`config.mk`:
```
export PLATFORM = sky130hd
export DESIGN_NAME = slot_allocator_with_value_store_flat
export DESIGN_NICKNAME = d
export VERILOG_FILES = /design/src/design/sao_pkg.sv /design/src/design/sao_if.sv /design/src/design/sao_ram.sv /design/src/design/slot_allocator_with_value_store.sv /design/src/flat_wrapper.sv
export SDC_FILE = /design/constraint.sdc
export NUM_CORES = 2
export LEC_CHECK = 0
export BUFFER_PORTS_ARGS = -buffer_cell sky130_fd_sc_hd__buf_2
export CORE_MARGIN = 4
export CORE_UTILIZATION = 50
export DETAILED_ROUTE_END_ITERATION = 10
export GPL_ROUTABILITY_DRIVEN = 0
export MAX_ROUTING_LAYER = met4
export PLACE_DENSITY = 0.66
export SKIP_CTS_REPAIR_TIMING = 1
export SLEW_MARGIN = 20
export SYNTH_ARGS = -nofsm -noshare
export SYNTH_HDL_FRONTEND = slang
export SYNTH_SLANG_ARGS = --single-unit
```
`constraint.sdc`:
```
create_clock -name clk_i -period 6.66 [get_ports clk_i]
set_input_delay 0.666 -clock clk_i [delete_from_list [all_inputs] [get_ports clk_i]]
set_output_delay 0.666 -clock clk_i [all_outputs]
set_load 0.01 [all_outputs]
```
`src/design/sao_pkg.sv`:
```
// Package for the slot allocator: shared widths, opcodes and sequencer states.
// No dependencies.
package sao_pkg;

  localparam int SlotsDefault = 64;
  localparam int DataW        = 32;
  localparam int CountW       = 7;

  typedef enum logic [1:0] {
    OP_ALLOC = 2'd0,
    OP_FREE  = 2'd1,
    OP_GET   = 2'd2,
    OP_SET   = 2'd3
  } opcode_e;

  typedef enum logic [2:0] {
    ST_CLEAR,
    ST_IDLE,
    ST_SCAN,
    ST_CHECK,
    ST_DONE
  } state_e;

endpackage

```
`src/design/sao_if.sv`:
```
// Valid/ready channel interfaces for request and response transfers.
// Depends on sao_pkg.
interface sao_in_if import sao_pkg::*; ();
  logic              valid;
  logic              ready;
  logic [1:0]        opcode;
  logic [DataW-1:0]  slot_index;
  logic [DataW-1:0]  new_value;

  modport source (output valid, opcode, slot_index, new_value, input ready);
  modport sink   (input valid, opcode, slot_index, new_value, output ready);
endinterface

interface sao_out_if import sao_pkg::*; ();
  logic              valid;
  logic              ready;
  logic [DataW-1:0]  result_data;
  logic              success;
  logic [CountW-1:0] slots_in_use;

  modport source (output valid, result_data, success, slots_in_use, input ready);
  modport sink   (input valid, result_data, success, slots_in_use, output ready);
endinterface

```
`src/design/sao_ram.sv`:
```
// Single write port, single read port RAM with registered read data.
// No dependencies.
module sao_ram #(
  parameter int Depth = 64,
  parameter int Width = 32,
  parameter int AddrW = 6
) (
  input  logic             clk_i,
  input  logic             we_i,
  input  logic [AddrW-1:0] waddr_i,
  input  logic [Width-1:0] wdata_i,
  input  logic [AddrW-1:0] raddr_i,
  output logic [Width-1:0] rdata_o
);

  logic [Width-1:0] mem_q [Depth];
  logic [Width-1:0] rdata_q;

  always_ff @(posedge clk_i) begin
    if (we_i) begin
      mem_q[waddr_i] <= wdata_i;
    end
  end

  always_ff @(posedge clk_i) begin
    rdata_q <= mem_q[raddr_i];
  end

  assign rdata_o = rdata_q;

endmodule

```
`src/design/slot_allocator_with_value_store.sv`:
```
// Allocate: takes the lowest free slot, found by a scan upward from slot 0;
// the shared slot counter scans one used mark per cycle through the mark RAM read port.
// Free and get: one RAM read, then one check. Set: writes an in-range value when the request is taken.
// One request at a time; the next request is taken once the result is in the output register.
// Reset: clearing pass over every slot of both RAMs with in ready low; count reset to zero.
module slot_allocator_with_value_store import sao_pkg::*; #(
  parameter int SLOTS = SlotsDefault
) (
  input  logic      clk_i,
  input  logic      rst_ni,
  sao_in_if.sink    in_i,
  sao_out_if.source out_o
);

  localparam int IW = (SLOTS > 1) ? $clog2(SLOTS) : 1;
  localparam logic [IW-1:0] LastIdx = IW'(SLOTS - 1);

  state_e            state_q, state_d;
  logic [IW-1:0]     cnt_q, cnt_d;
  logic              chk_vld_q, chk_vld_d;
  logic [IW-1:0]     chk_idx_q, chk_idx_d;
  opcode_e           op_q, op_d;
  logic [IW-1:0]     idx_q, idx_d;
  logic [CountW-1:0] count_q, count_d;
  logic [DataW-1:0]  res_data_q, res_data_d;
  logic              res_ok_q, res_ok_d;

  logic              out_valid_q, out_valid_d;
  logic [DataW-1:0]  out_data_q;
  logic              out_ok_q;
  logic [CountW-1:0] out_count_q;

  logic              mark_we, mark_wdata, mark_rdata;
  logic [IW-1:0]     mark_waddr, mark_raddr;
  logic              val_we;
  logic [IW-1:0]     val_waddr;
  logic [DataW-1:0]  val_wdata, val_rdata;

  logic in_xfer, in_range, scan_hit, scan_last, out_load;
  opcode_e in_op;

  assign in_i.ready = (state_q == ST_IDLE);
  assign in_xfer    = in_i.valid && in_i.ready;
  assign in_op      = opcode_e'(in_i.opcode);
  assign in_range   = in_i.slot_index < DataW'(SLOTS);
  assign scan_hit   = chk_vld_q && !mark_rdata;
  assign scan_last  = chk_vld_q && (chk_idx_q == LastIdx);
  assign out_load   = (state_q == ST_DONE) && (!out_valid_q || out_o.ready);

  assign mark_raddr = (state_q == ST_SCAN) ? cnt_q : in_i.slot_index[IW-1:0];

  sao_ram #(.Depth(SLOTS), .Width(1), .AddrW(IW)) u_mark_ram (
    .clk_i   (clk_i),
    .we_i    (mark_we),
    .waddr_i (mark_waddr),
    .wdata_i (mark_wdata),
    .raddr_i (mark_raddr),
    .rdata_o (mark_rdata)
  );

  sao_ram #(.Depth(SLOTS), .Width(DataW), .AddrW(IW)) u_val_ram (
    .clk_i   (clk_i),
    .we_i    (val_we),
    .waddr_i (val_waddr),
    .wdata_i (val_wdata),
    .raddr_i (in_i.slot_index[IW-1:0]),
    .rdata_o (val_rdata)
  );

  always_comb begin
    state_d = state_q;
    unique case (state_q)
      ST_CLEAR: begin
        if (cnt_q == LastIdx) state_d = ST_IDLE;
      end
      ST_IDLE: begin
        if (in_xfer) begin
          unique case (in_op)
            OP_ALLOC:       state_d = ST_SCAN;
            OP_FREE, OP_GET: state_d = in_range ? ST_CHECK : ST_DONE;
            OP_SET:         state_d = ST_DONE;
            default:        state_d = ST_DONE;
          endcase
        end
      end
      ST_SCAN: begin
        if (scan_hit || scan_last) state_d = ST_DONE;
      end
      ST_CHECK: state_d = ST_DONE;
      ST_DONE: begin
        if (out_load) state_d = ST_IDLE;
      end
      default: state_d = ST_CLEAR;
    endcase
  end

  always_comb begin
    cnt_d      = cnt_q;
    chk_vld_d  = 1'b0;
    chk_idx_d  = chk_idx_q;
    op_d       = op_q;
    idx_d      = idx_q;
    count_d    = count_q;
    res_data_d = res_data_q;
    res_ok_d   = res_ok_q;
    mark_we    = 1'b0;
    mark_waddr = cnt_q;
    mark_wdata = 1'b0;
    val_we     = 1'b0;
    val_waddr  = cnt_q;
    val_wdata  = '0;
    unique case (state_q)
      ST_CLEAR: begin
        mark_we = 1'b1;
        val_we  = 1'b1;
        cnt_d   = cnt_q + IW'(1);
      end
      ST_IDLE: begin
        if (in_xfer) begin
          op_d       = in_op;
          idx_d      = in_i.slot_index[IW-1:0];
          cnt_d      = '0;
          res_data_d = '0;
          res_ok_d   = 1'b0;
          if (in_op == OP_SET && in_range) begin
            val_we    = 1'b1;
            val_waddr = in_i.slot_index[IW-1:0];
            val_wdata = in_i.new_value;
            res_ok_d  = 1'b1;
          end
        end
      end
      ST_SCAN: begin
        if (scan_hit) begin
          mark_we    = 1'b1;
          mark_waddr = chk_idx_q;
          mark_wdata = 1'b1;
          count_d    = count_q + CountW'(1);
          res_data_d = DataW'(chk_idx_q);
          res_ok_d   = 1'b1;
        end else if (!scan_last) begin
          chk_vld_d = 1'b1;
          chk_idx_d = cnt_q;
          cnt_d     = cnt_q + IW'(1);
        end
      end
      ST_CHECK: begin
        if (op_q == OP_GET) begin
          res_data_d = val_rdata;
          res_ok_d   = 1'b1;
        end else if (mark_rdata) begin
          mark_we    = 1'b1;
          mark_waddr = idx_q;
          count_d    = count_q - CountW'(1);
          res_ok_d   = 1'b1;
        end
      end
      ST_DONE: ;
      default: ;
    endcase
  end

  always_comb begin
    out_valid_d = out_valid_q;
    if (out_load) begin
      out_valid_d = 1'b1;
    end else if (out_o.ready) begin
      out_valid_d = 1'b0;
    end
  end

  always_ff @(posedge clk_i or negedge rst_ni) begin
    if (!rst_ni) begin
      state_q     <= ST_CLEAR;
      cnt_q       <= '0;
      chk_vld_q   <= 1'b0;
      count_q     <= '0;
      out_valid_q <= 1'b0;
    end else begin
      state_q     <= state_d;
      cnt_q       <= cnt_d;
      chk_vld_q   <= chk_vld_d;
      count_q     <= count_d;
      out_valid_q <= out_valid_d;
    end
  end

  always_ff @(posedge clk_i) begin
    chk_idx_q  <= chk_idx_d;
    op_q       <= op_d;
    idx_q      <= idx_d;
    res_data_q <= res_data_d;
    res_ok_q   <= res_ok_d;
    if (out_load) begin
      out_data_q  <= res_data_q;
      out_ok_q    <= res_ok_q;
      out_count_q <= count_q;
    end
  end

  assign out_o.valid        = out_valid_q;
  assign out_o.result_data  = out_data_q;
  assign out_o.success      = out_ok_q;
  assign out_o.slots_in_use = out_count_q;

endmodule

```
`src/flat_wrapper.sv`:
```
// flat-port wrapper written by rule: the top's interface ports become plain ports
module slot_allocator_with_value_store_flat import sao_pkg::*;
#(
  parameter int SLOTS = SlotsDefault
)
  (clk_i, rst_ni, in_i_valid, in_i_opcode, in_i_slot_index, in_i_new_value, in_i_ready, out_o_valid, out_o_result_data, out_o_success, out_o_slots_in_use, out_o_ready);
  sao_in_if in_i_i ();
  sao_out_if out_o_i ();
  input  logic clk_i;
  input  logic rst_ni;
  input wire logic [$bits(in_i_i.valid)-1:0] in_i_valid;
  input wire logic [$bits(in_i_i.opcode)-1:0] in_i_opcode;
  input wire logic [$bits(in_i_i.slot_index)-1:0] in_i_slot_index;
  input wire logic [$bits(in_i_i.new_value)-1:0] in_i_new_value;
  output wire logic [$bits(in_i_i.ready)-1:0] in_i_ready;
  output wire logic [$bits(out_o_i.valid)-1:0] out_o_valid;
  output wire logic [$bits(out_o_i.result_data)-1:0] out_o_result_data;
  output wire logic [$bits(out_o_i.success)-1:0] out_o_success;
  output wire logic [$bits(out_o_i.slots_in_use)-1:0] out_o_slots_in_use;
  input wire logic [$bits(out_o_i.ready)-1:0] out_o_ready;
  assign in_i_i.valid = in_i_valid;
  assign in_i_i.opcode = in_i_opcode;
  assign in_i_i.slot_index = in_i_slot_index;
  assign in_i_i.new_value = in_i_new_value;
  assign in_i_ready = in_i_i.ready;
  assign out_o_valid = out_o_i.valid;
  assign out_o_result_data = out_o_i.result_data;
  assign out_o_success = out_o_i.success;
  assign out_o_slots_in_use = out_o_i.slots_in_use;
  assign out_o_i.ready = out_o_ready;
  slot_allocator_with_value_store #(.SLOTS(SLOTS)) u_core (.clk_i(clk_i), .rst_ni(rst_ni), .in_i(in_i_i), .out_o(out_o_i));
endmodule
```
==> impl_metrics.toml <==
[critical_path]
setup.worst_path.start = "u_core.state_q[0]"
r2r_end = "u_core.u_val_ram.mem_q[25][4]"
cp.required_ns = 7.18
crit_end = "u_core.u_val_ram.mem_q[25][4]"
r2r_start = "u_core.state_q[0]"
rrSetupSlack_ns = 1.47
critPathLaunchType = "flop"
criticalPathCategory = "reg2reg"
crit_fanout = 20
endpoint_kind = "flop"
worstPathArrival_ns = 5.71
reg2reg_depth = 8

[power]
power.leakage_nw = 31.4
p_per_area_mw_per_mm2 = 315
peakVddDrop_mv = 0.296

[yosys]
synthFlopType = "edfxtp_1"
synth_warnings = 0
ys_types = 58
ys_ff_latch = 2250
syn_avg_cell_area_um2 = 23.6
synth_edf_count = 2199
synth_top_cells_by_area = "edfxtp_1 (77%), mux4_2 (18%), dfxtp_1 (0.77%)"
seq_area_frac_synth_pct = 78.1
synth_area_mm2 = 0.0860
syn_inst = 3646
synthDominantCellAreaShare_pct = 76.8
yosysTopAreaCell = "edfxtp_1"
synth_nets = 3725
synth-async-reset-ratio_pct = 0.800

[timing]
clock.fmax_mhz = 193
clock_skew_ns = 0.0279
hold_slack_ns = 0.0587
min_period_ns = 5.19
max_slew_margin_pct = 25.0
rsz0062_at_grt = "false"
finalSetupTns_ns = 0
worst_slack_ns = 1.47
hold_viol = 0
setup_viol = 0
slew_violations = 0
period_share_pct = 78.0
tightest_slew_ns = 1.12

[floorplan]
num_rows = 151
die_h_um = 423
start_util_pct = 50.5
ios = 112
design.die.area_mm2 = 0.179
die_x_um = 423
core-area_mm2 = 0.170

[cts]
numCtsBuffers = 213
cts.sinks = 2250
clockBufferDepth = 3
cts_tree = "built"
clock_latency_ns = 0.84
clockRootBuffer = "clkbuf_16"
htreeDepth = 4
clk_pin_slew_ns = 0.06

[drt]
drtIter0Drc = 5645
vias = 39900
post_drt_wl_per_cell_um = 32.4
drc = 0
drt-pass1-iter-count = 5
vias_per_cell = 6.25
finalWirelength_um = 207000
ant_nets = 0

[final_layout]
area_growth_pct = 13.4
drive_gt1_share_pct = 32.4
layout.nets = 3980
post-route-util_pct = 57.3

[run_status]
status = "finished clean"

[run]
drv_cap = 0

[place]
pre_cts_slack_ns = 1.57
hpwl_um = 126000
port_buffers = 111

[global_route]
grt_pass1_vias = 39000
antenna_found_initial = 24
grt_max_degree = 146
grt_pass1_wl_um = 297000
overflow = 0
globalRouteTotalUtil_pct = 24.0

[hold_path]
holdCritPathClass = "in2reg"
## synthesized netlist by cell type (8+ instances only)
cell type	instances
buf_1	13
o21ai_0	16
a21oi_1	24
nand3_1	30
mux4_2	673
dfrtp_1	18
and2_1	64
nor4_1	8
ha_1	8
nor3_1	9
clkbuf_1	108
inv_1	19
dfxtp_1	33
nand2_1	94
buf_2	58
mux2i_1	20
nor2_1	149
edfxtp_1	2199
## worst min path at each step
stage                     slack [ns]  cells past startpoint                     endpoint                  from
after floorplan                 0.37                      0             u_core.chk_vld_q                rst_ni
after global placement          0.40                      0  u_core.out_o.result_data[9]  u_core.res_data_q[9]
after detailed placement        0.41                      0  u_core.out_o.result_data[9]  u_core.res_data_q[9]
after CTS                      -0.23                      1             u_core.chk_vld_q                rst_ni
after global routing            0.02                      1               u_core.op_q[0]        in_i_opcode[0]
final                           0.06                      1               u_core.op_q[0]        in_i_opcode[0]
## through the flow
stage | total power, mW | area, µm² | std cells
2_1_floorplan | 18.0 | 86000 | 3646
3_3_place_gp | 19.1 | 90000 | 5955
3_5_place_dp | 19.2 | 90300 | 5965
4_1_cts | 30.9 | 97100 | 6358
5_1_grt | 31.8 | 97500 | 6379
6_report | 30.7 | 97500 | 6383
## cell type report
| type | count | area, µm² |
|---|---|---|
| diodes | 9 | 22.5 |
| well taps | 2295 | 2870 |
| clock buffers | 275 | 5790 |
| flip-flops and latches | 2250 | 67100 |
| multi-input cells | 1192 | 18600 |
| repair buffers | 224 | 1950 |
| clock inverters | 118 | 1020 |
| fillers | 12100 | 72700 |
| inverters | 20 | 75.1 |
## placed cells by master, fill, tap and decap left out, drive strengths merged, types with 8 or more instances in the layout
cell and count:
and2 64, edfxtp 2199, diode 9, nor3 9, nor4 9, a21oi 24, dfxtp 33, dfrtp 18
clkbuf 276, o21ai 17, bufinv 16, mux4 673, buf 222, ha 8, nand3 30, nand2 94
inv 26, clkinv 95, mux2i 20, nor2 149
## routing by layer
layer	part of all wire [%]	track usage (%)	wire length, µm
met5	0	-	0
met4	2.4	6.19	5010
met3	9.8	5.32	20300
met1	40	35.0	83300
met2	47	35.2	97900
## state kept, by name, indices dropped and copies added (netlist names), 2 cells and up
name	count
u_core.state_q	3
u_core.cnt_q	6
u_core.idx_q	6
u_core.count_q	7
u_core.chk_idx_q	6
u_core.u_val_ram.mem_q	2048
u_core.u_val_ram.rdata_o	32
u_core.res_data_q	32
u_core.u_mark_ram.mem_q	64
u_core.op_q	2
u_core.out_o.result_data	32
u_core.out_o.slots_in_use	7
## logic make-up (layout without fill, tap and decap cells)
| group | Yosys count | after routing | share of synthesized area [%] |
|---|---|---|---|
| flip-flops | 2250 | 2250 | 78.1 |
| multiplexers | 697 | 697 | 17.9 |
| AND/OR/NAND/NOR | 387 | 387 | 2.09 |
| buffers and inverters | 204 | 637 | 1.01 |
| AO/OA/AOI/OAI | 89 | 89 | 0.692 |
| XOR/XNOR | 10 | 10 | 0.102 |
| adder cells (fa/ha/maj) | 9 | 9 | 0.140 |
| other | 0 | 9 | 0 |
## worst max-delay path: stages (launching register included)
cell and delay (ns):
dfrtp_1 0.57, nor3b_2 0.40, nand2_1 0.17, inv_1 0.53, nand3_1 0.72, o31ai_1 0.51
nand2_1 0.65, nor2_4 0.94, buf_4 0.38
## where the power goes
part           leakage [nW]  total (mW)  internal [mW]  switching [mW]
Clock                  3.36        11.8           6.73            5.10
Sequential             21.4        16.4           16.1           0.300
Combinational          6.63        2.55          0.868            1.69
No activity file was read; power rests on OpenSTA's default activity.
